File: src/hw/rtl/fpr_pkg.sv
// ---------------------------------------------------------------------------
// fpr_pkg
// Shared types and constants of the FIFO page replacement block.
// ---------------------------------------------------------------------------
`timescale 1ns / 1ps
`default_nettype none

package fpr_pkg;

   localparam int CFG_BITS       = 5;
   localparam int PORT_PAGE_BITS = 16;
   localparam int SLOT_OUT_BITS  = 4;
   localparam int COUNT_BITS     = 32;

   localparam logic [CFG_BITS-1:0]   CFG_RESET = 5'd16;
   localparam logic [COUNT_BITS-1:0] COUNT_MAX = 32'hFFFF_FFFF;

   typedef enum logic [2:0] {
      ST_IDLE    = 3'b001,
      ST_MATCH   = 3'b010,
      ST_RESOLVE = 3'b100
   } fpr_state_type;

   typedef struct packed {
      logic load_page;
      logic compare;
      logic resolve;
      logic csr_write;
   } fpr_cmd_type;

endpackage

`default_nettype wire

File: src/hw/rtl/fpr_ctrl.sv
// ---------------------------------------------------------------------------
// fpr_ctrl
// Request sequencer: accept, compare, resolve, and response handshake.
// ---------------------------------------------------------------------------
`timescale 1ns / 1ps
`default_nettype none

module fpr_ctrl (
   input  wire logic               clock,
   input  wire logic               reset,
   input  wire logic               req_valid,
   output      logic               req_stall,
   output      logic               rsp_valid,
   input  wire logic               rsp_stall,
   input  wire logic               csr_valid,
   output      fpr_pkg::fpr_cmd_type cmd
);

   fpr_pkg::fpr_state_type state_ff, state_in;
   logic rsp_valid_ff, rsp_valid_in;
   logic out_free;
   logic accept;

   assign out_free  = !rsp_valid_ff || !rsp_stall;
   assign req_stall = !((state_ff == fpr_pkg::ST_IDLE) ||
                        ((state_ff == fpr_pkg::ST_RESOLVE) && out_free));
   assign accept    = req_valid && !req_stall;
   assign rsp_valid = rsp_valid_ff;

   always_comb begin
      state_in      = state_ff;
      rsp_valid_in  = rsp_valid_ff && rsp_stall;
      cmd           = '0;
      cmd.load_page = accept;
      cmd.csr_write = csr_valid;
      unique case (state_ff)
         fpr_pkg::ST_IDLE: begin
            if (accept) state_in = fpr_pkg::ST_MATCH;
         end
         fpr_pkg::ST_MATCH: begin
            cmd.compare = 1'b1;
            state_in    = fpr_pkg::ST_RESOLVE;
         end
         fpr_pkg::ST_RESOLVE: begin
            if (out_free) begin
               cmd.resolve  = 1'b1;
               rsp_valid_in = 1'b1;
               // take the next word while this one finishes
               state_in     = accept ? fpr_pkg::ST_MATCH : fpr_pkg::ST_IDLE;
            end
         end
         default: state_in = fpr_pkg::ST_IDLE;
      endcase
   end

   always_ff @(posedge clock) begin
      if (reset) begin
         state_ff     <= fpr_pkg::ST_IDLE;
         rsp_valid_ff <= 1'b0;
      end else begin
         state_ff     <= state_in;
         rsp_valid_ff <= rsp_valid_in;
      end
   end

endmodule

`default_nettype wire

File: src/hw/rtl/fpr_datapath.sv
// ---------------------------------------------------------------------------
// fpr_datapath
// Frame store, tag compare, victim pointer, counters and response register.
// ---------------------------------------------------------------------------
`timescale 1ns / 1ps
`default_nettype none

module fpr_datapath #(
   parameter int FRAME_SLOTS = 16,
   parameter int PAGE_BITS   = 16
) (
   input  wire logic                                  clock,
   input  wire logic                                  reset,
   input  wire fpr_pkg::fpr_cmd_type                  cmd,
   input  wire logic [fpr_pkg::PORT_PAGE_BITS-1:0]    req_page_number,
   input  wire logic [fpr_pkg::CFG_BITS-1:0]          csr_data,
   output      logic                                  rsp_hit,
   output      logic [fpr_pkg::SLOT_OUT_BITS-1:0]     rsp_frame_slot,
   output      logic [fpr_pkg::COUNT_BITS-1:0]        rsp_hit_total,
   output      logic [fpr_pkg::COUNT_BITS-1:0]        rsp_fault_total
);

   localparam int SW = $clog2(FRAME_SLOTS);
   localparam int NW = $clog2(FRAME_SLOTS + 1);

   logic [PAGE_BITS-1:0]            frame_page_ff [FRAME_SLOTS];
   logic [FRAME_SLOTS-1:0]          frame_valid_ff;
   logic [SW-1:0]                   victim_ff, victim_in;
   logic [fpr_pkg::COUNT_BITS-1:0]  hit_cnt_ff, hit_cnt_in;
   logic [fpr_pkg::COUNT_BITS-1:0]  fault_cnt_ff, fault_cnt_in;
   logic [fpr_pkg::CFG_BITS-1:0]    cfg_ff;
   logic [PAGE_BITS-1:0]            page_ff;
   logic [FRAME_SLOTS-1:0]          match_ff, match_in;
   logic                            rsp_hit_ff;
   logic [fpr_pkg::SLOT_OUT_BITS-1:0] rsp_frame_slot_ff;
   logic [fpr_pkg::COUNT_BITS-1:0]  rsp_hit_total_ff;
   logic [fpr_pkg::COUNT_BITS-1:0]  rsp_fault_total_ff;

   logic [PAGE_BITS-1:0]            page_in;
   logic [NW-1:0]                   active_n;
   logic [31:0]                     cfg_wide;
   logic                            found;
   logic [SW-1:0]                   hit_slot;
   logic [SW-1:0]                   victim_sel;
   logic [SW-1:0]                   slot_sel;
   logic [31:0]                     slot_wide;

   // keep the low PAGE_BITS bits of the requested page
   always_comb begin
      logic [fpr_pkg::PORT_PAGE_BITS+31:0] wide;
      wide    = {32'b0, req_page_number};
      page_in = wide[PAGE_BITS-1:0];
   end

   // clamp the frame count to 1..FRAME_SLOTS
   assign cfg_wide = {{(32 - fpr_pkg::CFG_BITS){1'b0}}, cfg_ff};
   always_comb begin
      logic [31:0] slots_wide;
      slots_wide = 32'(FRAME_SLOTS);
      priority if (cfg_ff == '0) active_n = NW'(1);
      else if (cfg_wide > slots_wide) active_n = slots_wide[NW-1:0];
      else active_n = cfg_wide[NW-1:0];
   end

   always_comb begin
      for (int i = 0; i < FRAME_SLOTS; i++) begin
         match_in[i] = frame_valid_ff[i] && (frame_page_ff[i] == page_ff) &&
                       (32'(i) < {{(32 - NW){1'b0}}, active_n});
      end
   end

   // lowest matching frame wins
   always_comb begin
      found    = |match_ff;
      hit_slot = '0;
      for (int i = FRAME_SLOTS - 1; i >= 0; i--) begin
         if (match_ff[i]) hit_slot = SW'(i);
      end
   end

   always_comb begin
      logic [31:0] v_wide, n_wide;
      n_wide     = {{(32 - NW){1'b0}}, active_n};
      v_wide     = {{(32 - SW){1'b0}}, victim_ff};
      victim_sel = (v_wide < n_wide) ? victim_ff : '0;
      v_wide     = {{(32 - SW){1'b0}}, victim_sel} + 32'd1;
      victim_in  = (v_wide >= n_wide) ? '0 : v_wide[SW-1:0];
   end

   assign slot_sel     = found ? hit_slot : victim_sel;
   assign slot_wide    = {{(32 - SW){1'b0}}, slot_sel};
   assign hit_cnt_in   = (hit_cnt_ff == fpr_pkg::COUNT_MAX) ? hit_cnt_ff
                                                            : hit_cnt_ff + 32'd1;
   assign fault_cnt_in = (fault_cnt_ff == fpr_pkg::COUNT_MAX) ? fault_cnt_ff
                                                              : fault_cnt_ff + 32'd1;

   assign rsp_hit         = rsp_hit_ff;
   assign rsp_frame_slot  = rsp_frame_slot_ff;
   assign rsp_hit_total   = rsp_hit_total_ff;
   assign rsp_fault_total = rsp_fault_total_ff;

   always_ff @(posedge clock) begin
      if (reset) begin
         frame_valid_ff <= '0;
         victim_ff      <= '0;
         hit_cnt_ff     <= '0;
         fault_cnt_ff   <= '0;
         cfg_ff         <= fpr_pkg::CFG_RESET;
      end else begin
         if (cmd.csr_write) cfg_ff <= csr_data;
         if (cmd.resolve) begin
            if (found) begin
               hit_cnt_ff <= hit_cnt_in;
            end else begin
               frame_valid_ff[victim_sel] <= 1'b1;
               victim_ff                  <= victim_in;
               fault_cnt_ff               <= fault_cnt_in;
            end
         end
      end
   end

   // payload registers
   always_ff @(posedge clock) begin
      if (cmd.load_page) page_ff <= page_in;
      if (cmd.compare) match_ff <= match_in;
      if (cmd.resolve) begin
         if (!found) frame_page_ff[victim_sel] <= page_ff;
         rsp_hit_ff         <= found;
         rsp_frame_slot_ff  <= slot_wide[fpr_pkg::SLOT_OUT_BITS-1:0];
         rsp_hit_total_ff   <= found ? hit_cnt_in : hit_cnt_ff;
         rsp_fault_total_ff <= found ? fault_cnt_ff : fault_cnt_in;
      end
   end

endmodule

`default_nettype wire

File: src/hw/rtl/fifo_page_replacement.sv
// ---------------------------------------------------------------------------
// fifo_page_replacement
// Fully associative page frame store with first-in-first-out replacement.
// ---------------------------------------------------------------------------
// Each request word passes the MATCH and RESOLVE states: MATCH compares the
// page against every frame and registers the match vector; RESOLVE picks the
// lowest matching frame (or the round-robin victim on a fault) and updates
// the store, counters and response register. The next request is accepted
// in RESOLVE once the response register is free, overlapping the last one.
// Responses sit in an output register, so a stalled response blocks only
// once the next result is ready. Frame valid bits clear at reset. csr_data
// sets the frame count (1..FRAME_SLOTS, zero acts as one); the user must
// write it only while idle, as the block itself does not enforce this.
`timescale 1ns / 1ps
`default_nettype none

module fifo_page_replacement #(
   parameter int FRAME_SLOTS = 16,
   parameter int PAGE_BITS   = 16
) (
   input  wire logic                               clock,
   input  wire logic                               reset,
   input  wire logic                               req_valid,
   output      logic                               req_stall,
   input  wire logic [fpr_pkg::PORT_PAGE_BITS-1:0] req_page_number,
   output      logic                               rsp_valid,
   input  wire logic                               rsp_stall,
   output      logic                               rsp_hit,
   output      logic [fpr_pkg::SLOT_OUT_BITS-1:0]  rsp_frame_slot,
   output      logic [fpr_pkg::COUNT_BITS-1:0]     rsp_hit_total,
   output      logic [fpr_pkg::COUNT_BITS-1:0]     rsp_fault_total,
   input  wire logic                               csr_valid,
   output      logic                               csr_ready,
   input  wire logic [fpr_pkg::CFG_BITS-1:0]       csr_data
);

   fpr_pkg::fpr_cmd_type cmd;

   assign csr_ready = 1'b1;

   fpr_ctrl u_ctrl (
      .clock     (clock),
      .reset     (reset),
      .req_valid (req_valid),
      .req_stall (req_stall),
      .rsp_valid (rsp_valid),
      .rsp_stall (rsp_stall),
      .csr_valid (csr_valid),
      .cmd       (cmd)
   );

   fpr_datapath #(
      .FRAME_SLOTS (FRAME_SLOTS),
      .PAGE_BITS   (PAGE_BITS)
   ) u_datapath (
      .clock           (clock),
      .reset           (reset),
      .cmd             (cmd),
      .req_page_number (req_page_number),
      .csr_data        (csr_data),
      .rsp_hit         (rsp_hit),
      .rsp_frame_slot  (rsp_frame_slot),
      .rsp_hit_total   (rsp_hit_total),
      .rsp_fault_total (rsp_fault_total)
   );

endmodule

`default_nettype wire

File: config.mk
export PLATFORM = sky130hd
export DESIGN_NAME = fifo_page_replacement
export DESIGN_NICKNAME = d
export VERILOG_FILES = /design/src/hw/rtl/fpr_pkg.sv /design/src/hw/rtl/fpr_ctrl.sv /design/src/hw/rtl/fpr_datapath.sv /design/src/hw/rtl/fifo_page_replacement.sv
export SDC_FILE = /design/constraint.sdc
export NUM_CORES = 1
export LEC_CHECK = 0
export ABC_AREA = 1
export BUFFER_PORTS_ARGS = -buffer_cell sky130_fd_sc_hd__buf_2
export CAP_MARGIN = 15
export CORE_MARGIN = 2
export CORE_UTILIZATION = 62
export CTS_CLUSTER_SIZE = 8
export DETAILED_ROUTE_END_ITERATION = 12
export PLACE_DENSITY = 0.8
export SETUP_SLACK_MARGIN = 0.2
export SLEW_MARGIN = 0
export SYNTH_ARGS = -nofsm -noshare
export SYNTH_HDL_FRONTEND = slang
export SYNTH_SLANG_ARGS = --single-unit
File: constraint.sdc
create_clock -name clock -period 5.3 [get_ports clock]
set_input_delay 0.265 -clock clock [delete_from_list [all_inputs] [get_ports clock]]
set_output_delay 0.265 -clock clock [all_outputs]
set_load 0.02 [all_outputs]
* Word-level counts from Yosys, hierarchy flattened
Memories as Yosys holds them, arrays and structs flattened. Index checks and enable logic that the tools add are counted.
Cells by class: add/subtract/negate cells 3, $mul 0, divide/modulo/power cells 0, $lt $le $gt $ge 21, equal/unequal tests 23, shift-type cells 0, muxes and demuxes 39, bitwise gates (word level) 2, reductions and logical operators 45
Operator list (number):
- 16-bit equality test | 16
- 32-bit 2-to-1 mux | 4
- 4-bit 2-to-1 mux | 19
- 32-bit by 1-bit adder with 32-bit output, second input constant | 2
- 32-bit equality test, second input constant | 2
- 4-bit by 5-bit < comparator with 1-bit output, first input constant | 8
- 1-bit logical AND | 36
- 32-bit by 5-bit greater-or-equal comparator with 1-bit output | 1
- 3-bit by 5-bit < comparator with 1-bit output, first input constant | 4
- 16-bit bitwise OR | 1
- 16-bit OR reduction | 1
- 1-bit by 5-bit < comparator with 1-bit output, first input constant | 2
- 2-bit by 5-bit < comparator with 1-bit output, first input constant | 2
- 5-bit 2-to-1 mux | 2
- 1-bit 2-to-1 mux | 9
- 3-bit one-hot mux with 3 select lines | 1
- 3-bit 2-to-1 mux | 2
- 4-bit by 1-bit adder with 5-bit output, second input constant | 1
- 5-bit > comparator, second input constant | 1
- 5-bit zero test | 1
- 4-bit by 5-bit < comparator with 1-bit output | 1
- 4-bit by 5-bit < comparator with 1-bit output, second input constant | 1
- 1-bit demux with 4-bit select | 1
- 4-bit by 1-bit greater-or-equal comparator with 1-bit output, second input constant | 1
- 9 further kinds | 14
Storage, ports and cells: register bits 194, latch bits 0, memory bits (writable) 256, bits in read-only memories 0, output and inout port bits 72, word-level logic and storage cells 147, memories 1
Memory list:
- u_datapath.frame_page_ff | words 16, bits a word 16, rd ports 16, clocked after memory_dff 0, write ports 1, RTL line fpr_datapath.sv:26 | logic [PAGE_BITS-1:0] frame_page_ff [FRAME_SLOTS];

* Logic depth before layout (Yosys ltp)
Gate-level depths: netlist of the first run.
depth after elaboration 17, mapped depth 21

* Hierarchy
From an unflattened synthesis of the first run, not the netlist that was laid out.
Unflattened totals: cells, all modules 2017, area, all modules 20684.8 um2
Modules (own cells, without submodules):
- fpr_datapath | instances 1, cells each 1981, area an instance 20442.1 um2, seq. area each 12502.0 um2
- fpr_ctrl | instances 1, cells each 34, area an instance 231.5 um2, seq. area each 80.1 um2
- fifo_page_replacement | instances 1, cells each 2, area an instance 11.3 um2, seq. area each 0.0 um2

* Worst setup path before layout of the first run
OpenSTA, ideal clock, no wires.
kind register to register, start reg u_ctrl.state_ff[0], end reg u_datapath.rsp_fault_total_ff, in the netlist u_datapath.rsp_fault_total[0] (enable), data arrival time 2.993 ns, slack 1.847 ns, stages on the path, launching flop included 6, period minus slack after synthesis 3.453 ns, path through dfxtp_1 -> nor3_2 -> inv_2 -> nor2_1 -> buf_2 -> buf_1
RTL lines:
- from (decl) | RTL line fpr_ctrl.sv:19 | fpr_pkg::fpr_state_type state_ff, state_in;
- from (signal assigned) | RTL line fpr_ctrl.sv:58 | state_ff <= fpr_pkg::ST_IDLE;
- from (signal assigned) | RTL line fpr_ctrl.sv:61 | state_ff <= state_in;
- to (signal assigned) | RTL line fpr_datapath.sv:132 | rsp_fault_total_ff <= found ? fault_cnt_ff : fault_cnt_in;
- to (decl) | RTL line fpr_datapath.sv:37 | logic [fpr_pkg::COUNT_BITS-1:0] rsp_fault_total_ff;

* Worst setup path in the final report of the first run
start reg u_datapath.cfg_ff[1] (netlist bit), end reg u_datapath.victim_ff[3]
On the way: cells in the longest elaborated chain, start to end 8, elaborated cells on any way between the ends 9, those cells by class 1 x add/sub; 3 x order compare; 4 x mux; 1 x reduce/logical
Ends and longest elaborated chain:
- from (decl) | RTL line fpr_datapath.sv:31 | logic [fpr_pkg::CFG_BITS-1:0] cfg_ff;
- from (signal assigned) | RTL line fpr_datapath.sv:108 | cfg_ff <= fpr_pkg::CFG_RESET;
- from (signal assigned) | RTL line fpr_datapath.sv:110 | if (cmd.csr_write) cfg_ff <= csr_data;
- 5-bit > comparator | RTL line fpr_datapath.sv:61 | else if (cfg_wide > slots_wide) active_n = slots_wide[NW-1:0];
- 5-bit 2-to-1 mux | RTL line fpr_datapath.sv:61
- 5-bit 2-to-1 mux * | RTL line fpr_datapath.sv:60 | priority if (cfg_ff == '0) active_n = NW'(1);
- 4-bit by 5-bit < comparator with 1-bit output | RTL line fpr_datapath.sv:85 | victim_sel = (v_wide < n_wide) ? victim_ff : '0;
- 4-bit 2-to-1 mux | RTL line fpr_datapath.sv:85
- 4-bit by 1-bit adder with 5-bit output | RTL line fpr_datapath.sv:86 | v_wide = {{(32 - SW){1'b0}}, victim_sel} + 32'd1;
- 32-bit by 5-bit greater-or-equal comparator with 1-bit output | RTL line fpr_datapath.sv:87 | victim_in = (v_wide >= n_wide) ? '0 : v_wide[SW-1:0];
- 4-bit 2-to-1 mux * | RTL line fpr_datapath.sv:87
- to (signal assigned) | RTL line fpr_datapath.sv:116 | victim_ff <= victim_in;
- to (decl) | RTL line fpr_datapath.sv:28 | logic [SW-1:0] victim_ff, victim_in;
Mark *: on every way between the ends. The rest lies on a longest branch, timed or not. A chain may end at the register's enable or synchronous reset.

==> impl_summary.log, run 1 <==
INFO  metric post-route-min-period = roughly 3.8 ns
INFO  metric finalWeightedCongestion = 0.974
INFO  metric slew_worst_pin = 1.11 ns
INFO  metric die-area = 34,800 µm²
INFO  metric crit_family = simple AND/OR/NAND/NOR gates
INFO  metric syn-instance-count = roughly 2,000
INFO  metric placed_cells_incl_taps = 2,542
INFO  metric series_of_cell_instances_along_the_critical_path = nor2_2, nand2_2, nand2_1, nand2_1, ha_1, a21oi_1, nor2_1, a21oi_2, nand2_4, nor2_1, inv_1, ha_1, ha_1, a21oi_1, o21ai_0, a21oi_1, nand2_1, nor2_1, nand3_1, a21oi_1
INFO  metric synth_enable_flop_cells = between 300 and 400
INFO  metric worst_slew_margin_rel = roughly a quarter
INFO  metric post_cts_resized = 0
INFO  metric drc_errors = 0
INFO  metric cts_tree = done
INFO  metric postSynthAreaPerCell = between 10 and 15 µm²
INFO  metric seq_area_frac_synth = around three fifths
INFO  metric ir_drop = ~0.00031 V
INFO  metric synth.cells.most_frequent = 368 x sky130_fd_sc_hd__nand2_1, 357 x sky130_fd_sc_hd__edfxtp_1, 231 x sky130_fd_sc_hd__inv_1, 159 x sky130_fd_sc_hd__nor2_1, 137 x sky130_fd_sc_hd__o21ai_0
INFO  metric synthDominantAreaCellType = sky130_fd_sc_hd__edfxtp_1
INFO  metric synth_warn = 0
INFO  metric setup.worst_path.start_class = flop
INFO  metric synth_top_family_by_area = simple AND/OR/NAND/NOR gates
INFO  metric grt_overflow = 0
INFO  metric routedWlPerCell = 19.9 µm
INFO  metric maximum_clock_path_buffer_count = 3
INFO  metric crit_fanout = 6
INFO  metric p_leak = just under 9 nW
INFO  metric final.setup_skew = roughly 0.022 ns
INFO  metric postRouteAntennaNets = 0
INFO  metric finalHoldViolCount = 0
INFO  metric critical-path-max-stage-delay = 0.36 ns
INFO  metric post-cts-setup-buffer-count = 0
INFO  metric critical_path.endpoint_type = flop
INFO  metric r2r_cells = 20
INFO  metric timing.hold.worst.class = primary input to flop
INFO  metric endpoint = u_datapath.victim_ff[3]
INFO  metric clkSlewWorstSetupHoldPaths = around 0.050 ns
INFO  metric grt_pass1_wl = 82,900 µm
INFO  metric clk_latency = between 0.5 and 0.6 ns
INFO  metric synthFlopType = sky130_fd_sc_hd__edfxtp_1
INFO  metric synth.most_common_cell = sky130_fd_sc_hd__nand2_1
INFO  metric io_pins = 98
INFO  metric timing.rr.start = u_datapath.cfg_ff[1]
INFO  metric routed-via-count = between 15,000 and 20,000
INFO  metric layout_worst_path_cycle_share = a little under three quarters
INFO  metric worstSetupPathDepth = 20
INFO  metric post-dp-hpwl = roughly 33,000 µm
INFO  metric rsz_0062_raised_after_global_routing = no
INFO  metric post_synth_xor_xnor_area = under 10%
INFO  metric cts_buffers = 66
INFO  metric areaGrowthSynthToFinish = 14.9%
INFO  metric syn_area = about 21,000 µm²
INFO  metric report.final.slew_viol_count = 0
INFO  metric die_y = 187 µm
INFO  metric synth_fa_ha_area_share = 0.848%
INFO  metric layout-drive-gt1-share = 13.3%
INFO  metric timing.rr.end = u_datapath.victim_ff[3]
INFO  metric area_share_of_and_or_nand_nor_cells_after_synthesis = between 15 and 20%
INFO  metric async_reset_ff_share = 0%
INFO  metric path_common_cell = sky130_fd_sc_hd__a21oi_1
INFO  metric synth-seq-cells = 450
INFO  metric n_antenna_cell = 0
INFO  metric maxClockFrequency = between 200 and 300 MHz
INFO  metric fill_cells = between 2,000 and 2,500
INFO  metric power-per-cell-area = approximately 350 nW/µm²
INFO  metric post_synth_num_cell_types = 55
INFO  metric synth.top_cells.by_area = sky130_fd_sc_hd__edfxtp_1 52%, sky130_fd_sc_hd__dfxtp_1 9.0%, sky130_fd_sc_hd__nand2_1 6.7%
INFO  metric drt-total-wl = about 53,000 µm
INFO  metric first_iter_violations = about 1,700
INFO  metric num_rows = 66
INFO  metric routed_via_density = a little under 6
INFO  metric max_cap_viol_count = 0
INFO  metric finalSetupViolCount = 0
INFO  metric placement.io_buffers = 96
INFO  metric synthesized_netlist_net_count = approximately 2,100
INFO  metric worst-setup-path-type = flop to flop
INFO  metric gr-usage-all-layers = 30.5%
INFO  metric final_nets = about 2,200
INFO  metric finalNonFillerCells = between 2,000 and 3,000
INFO  metric cts-root-buf = sky130_fd_sc_hd__clkbuf_16
INFO  metric worst-endpoint-required = approximately 5.8 ns
INFO  metric detailedRoute.firstPassIterationCount = 6
INFO  metric worst_hold_slack = 0.0352 ns
INFO  metric initial_standard_cell_utilization_of_the_core = 63.2%
INFO  metric cp.arrival = about 4.3 ns
INFO  metric pin_count_of_the_biggest_net_entering_global_routing = ~100
INFO  metric fraction_of_the_mapped_netlist_area_in_compound_gates = approximately an eighth
INFO  metric clkSinkCount = 450
INFO  metric core_area = roughly 33,000 µm²
INFO  metric clock_tree.htree_level_count = 3
INFO  metric final_core_utilization = between 70% and 80%
INFO  metric timing.critical_path.slowest_stage_cell = sky130_fd_sc_hd__dfxtp_1
INFO  metric synth.top_cell.area_share = 51.9%
INFO  metric r2r_setup_slk = ~1.5 ns
INFO  metric grt_antenna_before_repair = 0
INFO  metric critical_path_buf_inv_count = 1
INFO  metric vias_in_the_first_global_route = between 15,000 and 20,000
INFO  metric fin_setup_tns = 0 ns
INFO  metric die_width = approximately 190 µm
INFO  metric run_status = finished clean
INFO  metric critPathLaunch = u_datapath.cfg_ff[1]
INFO  metric synth.mux.area_fraction = 0%
## sequential cells by signal, summed over array words and instances (netlist names)
| signal | count |
|---|---|
| u_datapath.frame_page_ff | 256 |
| u_datapath.fault_cnt_ff | 32 |
| u_datapath.hit_cnt_ff | 32 |
| u_datapath.rsp_fault_total | 32 |
| u_datapath.rsp_hit_total | 32 |
| u_datapath.frame_valid_ff | 16 |
| u_datapath.match_ff | 16 |
| u_datapath.page_ff | 16 |
| u_datapath.cfg_ff | 5 |
| u_datapath.rsp_frame_slot | 4 |
| u_datapath.victim_ff | 4 |
| u_ctrl.state_ff | 3 |
| u_ctrl.rsp_valid | 1 |
| u_datapath.rsp_hit | 1 |
## kinds of logic after synthesis
family / count (synthesis)
simple gates: 753
other cells: 1
compound gates: 399
xor+xnor: 98
fa+ha+maj: 14
buf+inv: 331
flops: 450
## worst register-to-register path, cell delays in order, from the launching register on
cell and delay (ns):
sky130_fd_sc_hd__dfxtp_1 0.36, sky130_fd_sc_hd__nor2_2 0.21, sky130_fd_sc_hd__nand2_2 0.10, sky130_fd_sc_hd__nand2_1 0.10
sky130_fd_sc_hd__nand2_1 0.14, sky130_fd_sc_hd__ha_1 0.22, sky130_fd_sc_hd__a21oi_1 0.15, sky130_fd_sc_hd__nor2_1 0.07
sky130_fd_sc_hd__a21oi_2 0.15, sky130_fd_sc_hd__nand2_4 0.11, sky130_fd_sc_hd__nor2_1 0.34, sky130_fd_sc_hd__inv_1 0.15
sky130_fd_sc_hd__ha_1 0.35, sky130_fd_sc_hd__ha_1 0.30, sky130_fd_sc_hd__a21oi_1 0.14, sky130_fd_sc_hd__o21ai_0 0.09
sky130_fd_sc_hd__a21oi_1 0.14, sky130_fd_sc_hd__nand2_1 0.06, sky130_fd_sc_hd__nor2_1 0.26, sky130_fd_sc_hd__nand3_1 0.12
sky130_fd_sc_hd__a21oi_1 0.13
## placed cells by master (no fill, tap or decap), drive strengths merged, types with 2 or more instances in the layout
cell         count
o21a             2
nor4            27
buf            130
ha              14
dlygate4sd3     18
nand3           91
clkbuf         108
o21bai           2
nand4           13
nor3            36
or2             30
a21oi           88
o2111ai          3
a22oi            3
a221oi          40
clkinv           8
inv            255
dfxtp           93
xor2            73
edfxtp         357
nand2          375
xnor2           25
o21ai          169
nor2           178
a2111oi          5
a211oi          11
o22ai           44
o211ai          12
a22o            14
## worst min path at each step
| stage | from | depth (start not counted) | slack (ns) | end |
|---|---|---|---|---|
| 3_5_place_dp | req_page_number[5] | 1 | 0.44 | u_datapath.page_ff[5] |
| 2_1_floorplan | req_page_number[0] | 0 | 0.36 | u_datapath.page_ff[0] |
| 3_3_place_gp | req_page_number[8] | 1 | 0.44 | u_datapath.page_ff[8] |
| 6_report | rsp_stall | 3 | 0.04 | u_ctrl.rsp_valid |
| 5_1_grt | rsp_stall | 3 | 0.04 | u_ctrl.rsp_valid |
| 4_1_cts | rsp_stall | 3 | 0.01 | u_ctrl.rsp_valid |
## layer usage
layer	wire length, µm	track usage [%]	part of all wire (%)
met1	21000	39.4	39
met5	0	0	0
met2	25300	50.6	48
met3	4600	5.27	8.6
met4	2340	14.6	4.4
## through the flow
step | worst slack (ns) | power, mW | cell area (µm²)
floorplan | 1.85 | 4.18 | 20700
global placement | 1.76 | 4.34 | 21600
detailed placement | 1.58 | 4.36 | 21600
CTS | 1.57 | 8.21 | 23700
global route | 1.23 | 8.40 | 23700
finish | 1.53 | 8.20 | 23700
## final cells by class
type | count | area [µm²] | area share [%]
clock buffers | 108 | 1810 | 7.62
clock inverters | 8 | 129 | 0.543
inverters | 255 | 957 | 4.03
multi-input cells | 1265 | 6800 | 28.6
flip-flops and latches | 450 | 12600 | 53.0
well taps | 442 | 553 | 2.33
repair buffers | 148 | 920 | 3.87
## power by group
part	internal (mW)	total (mW)	switching, mW
sequential	3.85	3.87	0.0226
clock	2.35	3.88	1.53
combinational	0.119	0.444	0.325
total	6.32	8.20	1.88
## timing repair
item,in CTS,in global routing
hold buffers,18,0
endpoints found under the hold margin,18,0
endpoints found under the setup margin,0,0
Power figures use the tool's default switching activity.
==> run 2, diff against run 1 <==
- ABC_AREA: 1 -> 0
- CORE_UTILIZATION: 62 -> 61
- PLACE_DENSITY: 0.8 -> 0.79
- clock period: 5.3 -> 3.8 ns (I/O delays scaled with it)
==> impl_summary.log, run 2 <==
INFO  metric postRouteAntennaNets = 0
INFO  metric timing.rr.start = u_datapath.cfg_ff[4]
INFO  metric synth_enable_flop_cells = ~360
INFO  metric post_route_worst_setup_slack = roughly 0.11 ns
INFO  metric cp.arrival = approximately 4.2 ns
INFO  metric max_cap_viol_count = 0
INFO  metric routed_via_density = ~6.0
INFO  metric finalWeightedCongestion = between 0.8 and 0.9
INFO  metric finalSetupViolCount = 0
INFO  metric cts-root-buf = sky130_fd_sc_hd__clkbuf_16
INFO  metric gr-usage-all-layers = a little over a quarter
INFO  metric die-area = roughly 34,000 µm²
INFO  metric detailedPlace.worstSlack = approximately 0.0016 ns
INFO  metric final_common_cell = sky130_fd_sc_hd__edfxtp_1
INFO  metric final-seq-area = between 10,000 and 15,000 µm²
INFO  metric die_width = approximately 190 µm
INFO  metric timing.critical_path.slowest_stage_cell = sky130_fd_sc_hd__or4_4
INFO  metric rsz_0062_raised_after_global_routing = yes
INFO  metric endpoint = u_datapath.victim_ff[3]
INFO  metric maxClockFrequency = 271 MHz
INFO  metric synthesized_netlist_net_count = ~1,600
INFO  metric dpl_cell_area = roughly 21,000 µm²
INFO  metric clkSinkCount = 450
INFO  metric core_area = approximately 32,000 µm²
INFO  metric critical_path.endpoint_type = flop
INFO  metric initial_standard_cell_utilization_of_the_core = between 60% and 70%
INFO  metric most-common-layout-cells = 357 x sky130_fd_sc_hd__edfxtp_1, 169 x sky130_fd_sc_hd__xnor2_1, 153 x sky130_fd_sc_hd__xor2_1, 96 x sky130_fd_sc_hd__buf_2, 92 x sky130_fd_sc_hd__dfxtp_1
INFO  metric timing.rr.end = u_datapath.victim_ff[3]
INFO  metric final.setup_skew = around 0.04 ns
INFO  metric synth.cells.most_frequent = 357 x sky130_fd_sc_hd__edfxtp_1, 169 x sky130_fd_sc_hd__xnor2_1, 153 x sky130_fd_sc_hd__xor2_1, 93 x sky130_fd_sc_hd__dfxtp_1, 70 x sky130_fd_sc_hd__clkbuf_1
INFO  metric routed-via-count = ~13,000
INFO  metric grt_overflow = 0
INFO  metric cts_tree = done
INFO  metric number_of_flip_flops_in_the_largest_register = between 200 and 300
INFO  metric fill_cells = between 2,000 and 2,500
INFO  metric crit_fanout = 4
INFO  metric r2r_setup_slk = between 0.1 and 0.15 ns
INFO  metric detailedRoute.firstPassIterationCount = 6
INFO  metric post-dp-hpwl = between 20,000 and 30,000 µm
INFO  metric synthFlopType = sky130_fd_sc_hd__edfxtp_1
INFO  metric r2r_cells = 16
INFO  metric maximum_clock_path_buffer_count = 3
INFO  metric power-per-cell-area = around 480 nW/µm²
INFO  metric pin_count_of_the_biggest_net_entering_global_routing = 100
INFO  metric die_y = 185 µm
INFO  metric synth-seq-cells = 450
INFO  metric critPathLaunch = u_datapath.cfg_ff[4]
INFO  metric synth.top_cells.by_area = sky130_fd_sc_hd__edfxtp_1 54%, sky130_fd_sc_hd__dfxtp_1 9.3%, sky130_fd_sc_hd__xnor2_1 7.4%
INFO  metric worst-endpoint-required = 4.30 ns
INFO  metric worst_hold_slack = 0.0250 ns
INFO  metric placement.io_buffers = 96
INFO  metric layout_worst_path_cycle_share = between 90% and 100%
INFO  metric final_nets = about 1,800
INFO  metric crit_family = simple AND/OR/NAND/NOR gates
INFO  metric run_status = finished clean
INFO  metric grt_antenna_before_repair = 0
INFO  metric postLayoutCellArea = 23,700 µm²
INFO  metric switching_share = a little over a fifth
INFO  metric top_register = u_datapath.frame_page_ff
INFO  metric cts_buffers = 66
INFO  metric clock_tree.htree_level_count = 3
INFO  metric setup.worst_path.start_class = flop
INFO  metric drt-total-wl = roughly 45,000 µm
INFO  metric clkSlewWorstSetupHoldPaths = roughly 0.06 ns
INFO  metric post-route-min-period = 3.69 ns
INFO  metric worstSetupPathDepth = 16
INFO  metric async_reset_ff_share = 0%
INFO  metric synthDominantAreaCellType = sky130_fd_sc_hd__edfxtp_1
INFO  metric finalHoldViolCount = 0
INFO  metric fin_total_pwr = approximately 11 mW
INFO  metric synth.most_common_cell = sky130_fd_sc_hd__edfxtp_1
INFO  metric syn-instance-count = roughly 1,600
INFO  metric vias_in_the_first_global_route = between 10,000 and 15,000
INFO  metric multi_input_comb_area = ~7100 µm²
INFO  metric timing.hold.worst.class = primary input to flop
INFO  metric drc_errors = 0
INFO  metric ir_drop = between 0.0004 and 0.0005 V
INFO  metric io_pins = 98
INFO  metric clk_latency = slightly below 0.6 ns
INFO  metric slew_worst_pin = 1.11 ns
INFO  metric worst-setup-path-type = flop to flop
INFO  metric n_antenna_cell = 0
INFO  metric power.sequential.fraction = 47.6%
INFO  metric seq_area_frac_synth = 62.9%
INFO  metric synth.top_cell.area_share = between 50% and 60%
INFO  metric synth_warn = 0
INFO  metric power_internal = 8.89 mW
INFO  metric routedWlPerCell = between 20 and 25 µm
INFO  metric critical-path-max-stage-delay = ~0.54 ns
INFO  metric series_of_cell_instances_along_the_critical_path = or4_4, o221ai_4, a21o_1, nand3_4, inv_4, ha_4, inv_4, o2111ai_2, o211ai_1, or2_4, ha_4, o21ai_2, o21ai_2, a2111oi_4, or4b_4, a21oi_2
INFO  metric grt_pass1_wl = just over 70,000 µm
INFO  metric critical_path_buf_inv_count = 2
INFO  metric power_switching = 2.42 mW
INFO  metric areaGrowthSynthToFinish = 18.5%
INFO  metric syn_area = about 20,000 µm²
INFO  metric postSynthAreaPerCell = roughly 13 µm²
INFO  metric first_iter_violations = roughly 1,400
INFO  metric proportion_of_power_drawn_by_the_clock_network = around half
INFO  metric layout-drive-gt1-share = between 10% and 20%
INFO  metric num_rows = between 60 and 70
INFO  metric report.final.slew_viol_count = 0
INFO  metric p_leak = 8.10 nW
INFO  metric comb_power_share = 4.3%
INFO  metric worst_slew_margin_rel = 26.3%
INFO  metric post_synth_num_cell_types = 64
[run 2: changes by cell type after synthesis, sizes merged, moves of 28 or more]
cell / delta
or4: +29
xnor2: +144
a21oi: -28
nor2: -111
nor4: +30
a221oi: -40
o21ai: -136
xor2: +80
inv: -216
nand3: -37
nand2: -309
or3: +31
o22ai: -43
nand4: +49
[run 2: layout make-up]
| type | instances | share of cell area (%) |
|---|---|---|
| Clock buffer | 110 | 7.94 |
| Clock inverter | 5 | 0.296 |
| Inverter | 35 | 0.628 |
| Multi-Input combinational cell | 996 | 30.0 |
| Sequential cell | 450 | 53.1 |
| Tap cell | 442 | 2.33 |
| Timing Repair Buffer | 198 | 5.67 |
[run 2: layer usage]
metal	vias to the layer above	share of wire [%]	wire [µm]	GRT usage, %
met4	0	2.6	1180	10.2
met1	6606	42	19100	36.2
li1	6171	-	-	-
met2	562	48	21700	44.1
met3	84	6.8	3070	4.42
met5	-	0	0	0
[run 2: timing repair]
item	in CTS	in global routing
hold endpoints to repair	23	0
resized for setup	1	19
pin swaps	5	12
setup endpoints to repair	2	4
hold buffers	24	0
setup buffers	4	6
[run 2: stage by stage]
stage / TNS (ns) / utilization [%] / cells
6_report: 0 / 73.2 / 2236
5_1_grt: -0.0256 / 73.2 / 2236
4_1_cts: 0 / 72.8 / 2230
3_5_place_dp: 0 / 66.0 / 2087
3_3_place_gp: 0 / 66.0 / 2087
2_1_floorplan: 0 / - / 1570
[run 2: logic make-up after synthesis]
family	Yosys count	synth area share, %
compound gates	176	5.86
flops	450	62.9
other cells	1	0.0188
xor+xnor	322	14.1
mux	17	0.920
simple gates	466	12.9
buf+inv	124	2.40
fa+ha+maj	14	0.876
[run 2: worst reg2reg max path: stages (launching register included)]
cell,delay (ns)
sky130_fd_sc_hd__dfxtp_4,0.36
sky130_fd_sc_hd__or4_4,0.54
sky130_fd_sc_hd__o221ai_4,0.22
sky130_fd_sc_hd__a21o_1,0.21
sky130_fd_sc_hd__nand3_4,0.12
sky130_fd_sc_hd__inv_4,0.09
sky130_fd_sc_hd__ha_4,0.17
sky130_fd_sc_hd__inv_4,0.05
sky130_fd_sc_hd__o2111ai_2,0.08
sky130_fd_sc_hd__o211ai_1,0.15
sky130_fd_sc_hd__or2_4,0.28
sky130_fd_sc_hd__ha_4,0.21
sky130_fd_sc_hd__o21ai_2,0.06
sky130_fd_sc_hd__o21ai_2,0.09
sky130_fd_sc_hd__a2111oi_4,0.35
sky130_fd_sc_hd__or4b_4,0.50
sky130_fd_sc_hd__a21oi_2,0.14
[run 2: power by group through the flow]
| stage | logic, mW | registers (mW) | clock network (mW) |
|---|---|---|---|
| after floorplan | 0.291 | 5.47 | 0 |
| after global placement | 0.438 | 5.48 | 0 |
| after detailed placement | 0.452 | 5.48 | 0 |
| after CTS | 0.478 | 5.39 | 5.51 |
| after global routing | 0.521 | 5.38 | 5.72 |
| final | 0.483 | 5.39 | 5.44 |
[run 2: how the worst min path moves through the flow]
stage | startpoint | to | slack [ns] | cells past startpoint
global route | csr_valid | u_datapath.cfg_ff[0] | 0.05 | 3
CTS | csr_valid | u_datapath.cfg_ff[0] | 0.0004 | 3
floorplan | req_page_number[0] | u_datapath.page_ff[0] | 0.29 | 0
global placement | req_page_number[0] | u_datapath.page_ff[0] | 0.37 | 1
detailed placement | req_page_number[2] | u_datapath.page_ff[2] | 0.37 | 1
finish | csr_valid | u_datapath.cfg_ff[0] | 0.02 | 3
==> run 3, diff against run 2 <==
- SYNTH_HIERARCHICAL: not set -> 1
==> impl_summary.log, run 3 <==
INFO  metric timing.rr.end = u_datapath/frame_page_ff[6][2]
INFO  metric drt-total-wl = between 40,000 and 50,000 µm
INFO  metric routed_via_density = between 6 and 7
INFO  metric timing.hold.worst.class = primary input to flop
INFO  metric worstSetupPathDepth = 6
INFO  metric crit_fanout = 16
INFO  metric placement.io_buffers = 96
INFO  metric timing.critical_path.slowest_stage_cell = sky130_fd_sc_hd__nor4_1
INFO  metric clock_tree.htree_level_count = 3
INFO  metric die_width = 185 µm
INFO  metric finalSetupViolCount = 0
INFO  metric io_pins = slightly below 100
INFO  metric r2r_cells = 6
INFO  metric n_antenna_cell = 0
INFO  metric ir_drop = approximately 0.00038 V
INFO  metric cts-root-buf = sky130_fd_sc_hd__clkbuf_16
INFO  metric grt_pass1_wl = approximately 69,000 µm
INFO  metric postSynthAreaPerCell = about 13 µm²
INFO  metric fill_cells = approximately 2,200
INFO  metric maximum_clock_path_buffer_count = 3
INFO  metric critical-path-max-stage-delay = 0.68 ns
INFO  metric worst_slew_margin_rel = a little over a third
INFO  metric top_register = u_datapath/frame_page_ff
INFO  metric worst-endpoint-required = around 4.0 ns
INFO  metric final_common_cell = sky130_fd_sc_hd__edfxtp_1
INFO  metric post-dp-hpwl = 27,400 µm
INFO  metric layout-drive-gt1-share = ~16%
INFO  metric synthesized_netlist_net_count = between 1,500 and 2,000
INFO  metric critical_path_buf_inv_count = 1
INFO  metric grt_antenna_before_repair = 0
INFO  metric most-common-layout-cells = 357 x sky130_fd_sc_hd__edfxtp_1, 189 x sky130_fd_sc_hd__xnor2_1, 130 x sky130_fd_sc_hd__xor2_1, 96 x sky130_fd_sc_hd__buf_2, 92 x sky130_fd_sc_hd__dfxtp_1
INFO  metric critical_path.endpoint_type = flop
INFO  metric async_reset_ff_share = 0%
INFO  metric rsz_0062_raised_after_global_routing = no
INFO  metric hold-path-cell-count = 2
INFO  metric die-area = 34,300 µm²
INFO  metric die_y = ~190 µm
INFO  metric p_leak = about 7.7 nW
INFO  metric placed_cells_incl_taps = about 2,000
INFO  metric crit_family = simple AND/OR/NAND/NOR gates
INFO  metric finalNonFillerCells = roughly 2,200
INFO  metric final.setup_skew = about 0.016 ns
INFO  metric initial_standard_cell_utilization_of_the_core = a little over 60%
INFO  metric slew_worst_pin = approximately 0.96 ns
INFO  metric timing.rr.start = u_datapath/match_ff[12]
INFO  metric finalWeightedCongestion = ~0.9
INFO  metric clk_latency = 0.55 ns
INFO  metric syn-instance-count = 1,551
INFO  metric synthFlopType = sky130_fd_sc_hd__edfxtp_1
INFO  metric synth_warn = 6
INFO  metric gr-usage-all-layers = 26.4%
INFO  metric clkSinkCount = 450
INFO  metric synth.cells.most_frequent = 357 x sky130_fd_sc_hd__edfxtp_1, 189 x sky130_fd_sc_hd__xnor2_1, 130 x sky130_fd_sc_hd__xor2_1, 93 x sky130_fd_sc_hd__dfxtp_1, 70 x sky130_fd_sc_hd__a21oi_1
INFO  metric worst_hold_slack = roughly 0.027 ns
INFO  metric fin_setup_tns = 0 ns
INFO  metric worst_hold_startpoint = csr_valid
INFO  metric cp.arrival = approximately 3.5 ns
INFO  metric synth.most_common_cell = sky130_fd_sc_hd__edfxtp_1
INFO  metric finalHoldViolCount = 0
INFO  metric cts_buffers = 66
INFO  metric synth_enable_flop_cells = 357
INFO  metric power-per-cell-area = around 480 nW/µm²
INFO  metric core_area = 32,500 µm²
INFO  metric detailedRoute.firstPassIterationCount = 5
INFO  metric layout_worst_path_cycle_share = just under 90%
INFO  metric number_of_flip_flops_in_the_largest_register = around 260
INFO  metric synthDominantAreaCellType = sky130_fd_sc_hd__edfxtp_1
INFO  metric syn_area = 20,000 µm²
INFO  metric synth-seq-cells = 450
INFO  metric maxClockFrequency = approximately 300 MHz
INFO  metric pin_count_of_the_biggest_net_entering_global_routing = between 50 and 60
INFO  metric synth.top_cells.by_area = sky130_fd_sc_hd__edfxtp_1 54%, sky130_fd_sc_hd__dfxtp_1 9.3%, sky130_fd_sc_hd__xnor2_1 8.3%
INFO  metric post-cts-setup-buffer-count = 0
INFO  metric run_status = finished clean
INFO  metric final_nets = 1,743
INFO  metric min_to = u_datapath/cfg_ff[4]
INFO  metric worst-setup-path-type = flop to flop
INFO  metric post_synth_num_cell_types = just under 70
INFO  metric seq_area_frac_synth = between 60 and 70%
INFO  metric cts_tree = done
INFO  metric r2r_setup_slk = around 0.47 ns
INFO  metric routedWlPerCell = about 20 µm
INFO  metric vias_in_the_first_global_route = around 13,000
INFO  metric first_iter_violations = ~1,200
INFO  metric clkSlewWorstSetupHoldPaths = 0.05 ns
INFO  metric post-route-min-period = between 3 and 4 ns
INFO  metric postRouteAntennaNets = 0
INFO  metric num_rows = between 60 and 70
INFO  metric areaGrowthSynthToFinish = 16.4%
INFO  metric setup.worst_path.start_class = flop
INFO  metric grt_overflow = 0
INFO  metric max_cap_viol_count = 0
INFO  metric synth.top_cell.area_share = between 50% and 60%
INFO  metric report.final.slew_viol_count = 0
INFO  metric drc_errors = 0
INFO  metric series_of_cell_instances_along_the_critical_path = nor4_1, and4_1, inv_2, nor2_1, nand3_1, nor2_2
INFO  metric routed-via-count = ~13,000
-- run 3: final cells by class --
type / instances / area (µm²) / share of cell area, %
Inverter: 23 / 86.3 / 0.371
Clock inverter: 3 / 26.3 / 0.113
Sequential cell: 450 / 12600 / 54.0
Clock buffer: 102 / 1850 / 7.95
Tap cell: 442 / 553 / 2.37
Timing Repair Buffer: 177 / 1170 / 5.04
Multi-Input combinational cell: 987 / 7010 / 30.1
-- run 3: routing by layer --
metal  wire length [µm]  vias to the layer above  track usage (%)
met4               1510                        0             11.1
met5                  0                        -                0
met1              18500                     6438             35.0
met3               3080                      103             4.70
met2              21200                      593             43.0
li1                   -                     6102                -
-- run 3: cells by family (layout without fill, tap and decap cells) --
kind of cell,after synthesis,count (layout),share of synthesized area (%)
flops,450,450,62.9
buf+inv,114,305,2.52
simple gates,454,454,12.7
compound gates,186,186,6.29
fa+ha+maj,12,12,0.751
mux,15,15,0.819
xor+xnor,319,319,14.0
other cells,1,1,0.0187
-- run 3: metrics by stage --
step	total power, mW	util (%)	area, µm²	setup WS [ns]
floorplan	5.77	-	20100	0.106
global placement	5.93	65.2	21200	0.687
detailed placement	5.94	65.2	21200	0.555
CTS	11.2	71.7	23300	0.506
global route	11.5	71.8	23300	0.201
finish	11.2	71.8	23300	0.466
-- run 3: worst max path at each step --
| stage | startpoint | to | slack [ns] |
|---|---|---|---|
| finish | u_datapath/match_ff[12] | u_datapath/frame_page_ff[6][2] | 0.47 |
| global route | u_datapath/cfg_ff[4] | u_datapath/frame_page_ff[6][2] | 0.20 |
| CTS | u_datapath/cfg_ff[4] | u_datapath/victim_ff[3] | 0.51 |
| detailed placement | u_datapath/match_ff[12] | u_datapath/frame_page_ff[6][2] | 0.56 |
| global placement | u_datapath/victim_ff[1] | u_datapath/victim_ff[3] | 0.69 |
| floorplan | u_ctrl/state_ff[2] | u_datapath/frame_page_ff[10][0] | 0.11 |
-- run 3: where the power goes --
part	switching, mW	internal (mW)
Combinational	0.282	0.187
Sequential	0.0653	5.35
Clock	1.98	3.31
Total	2.32	8.84
-- run 3: what timing repair did --
item / in CTS / in global routing
setup endpoints to repair: 0 / 1
hold buffers: 23 / 0
hold endpoints to repair: 23 / 0
resized for setup: 0 / 2
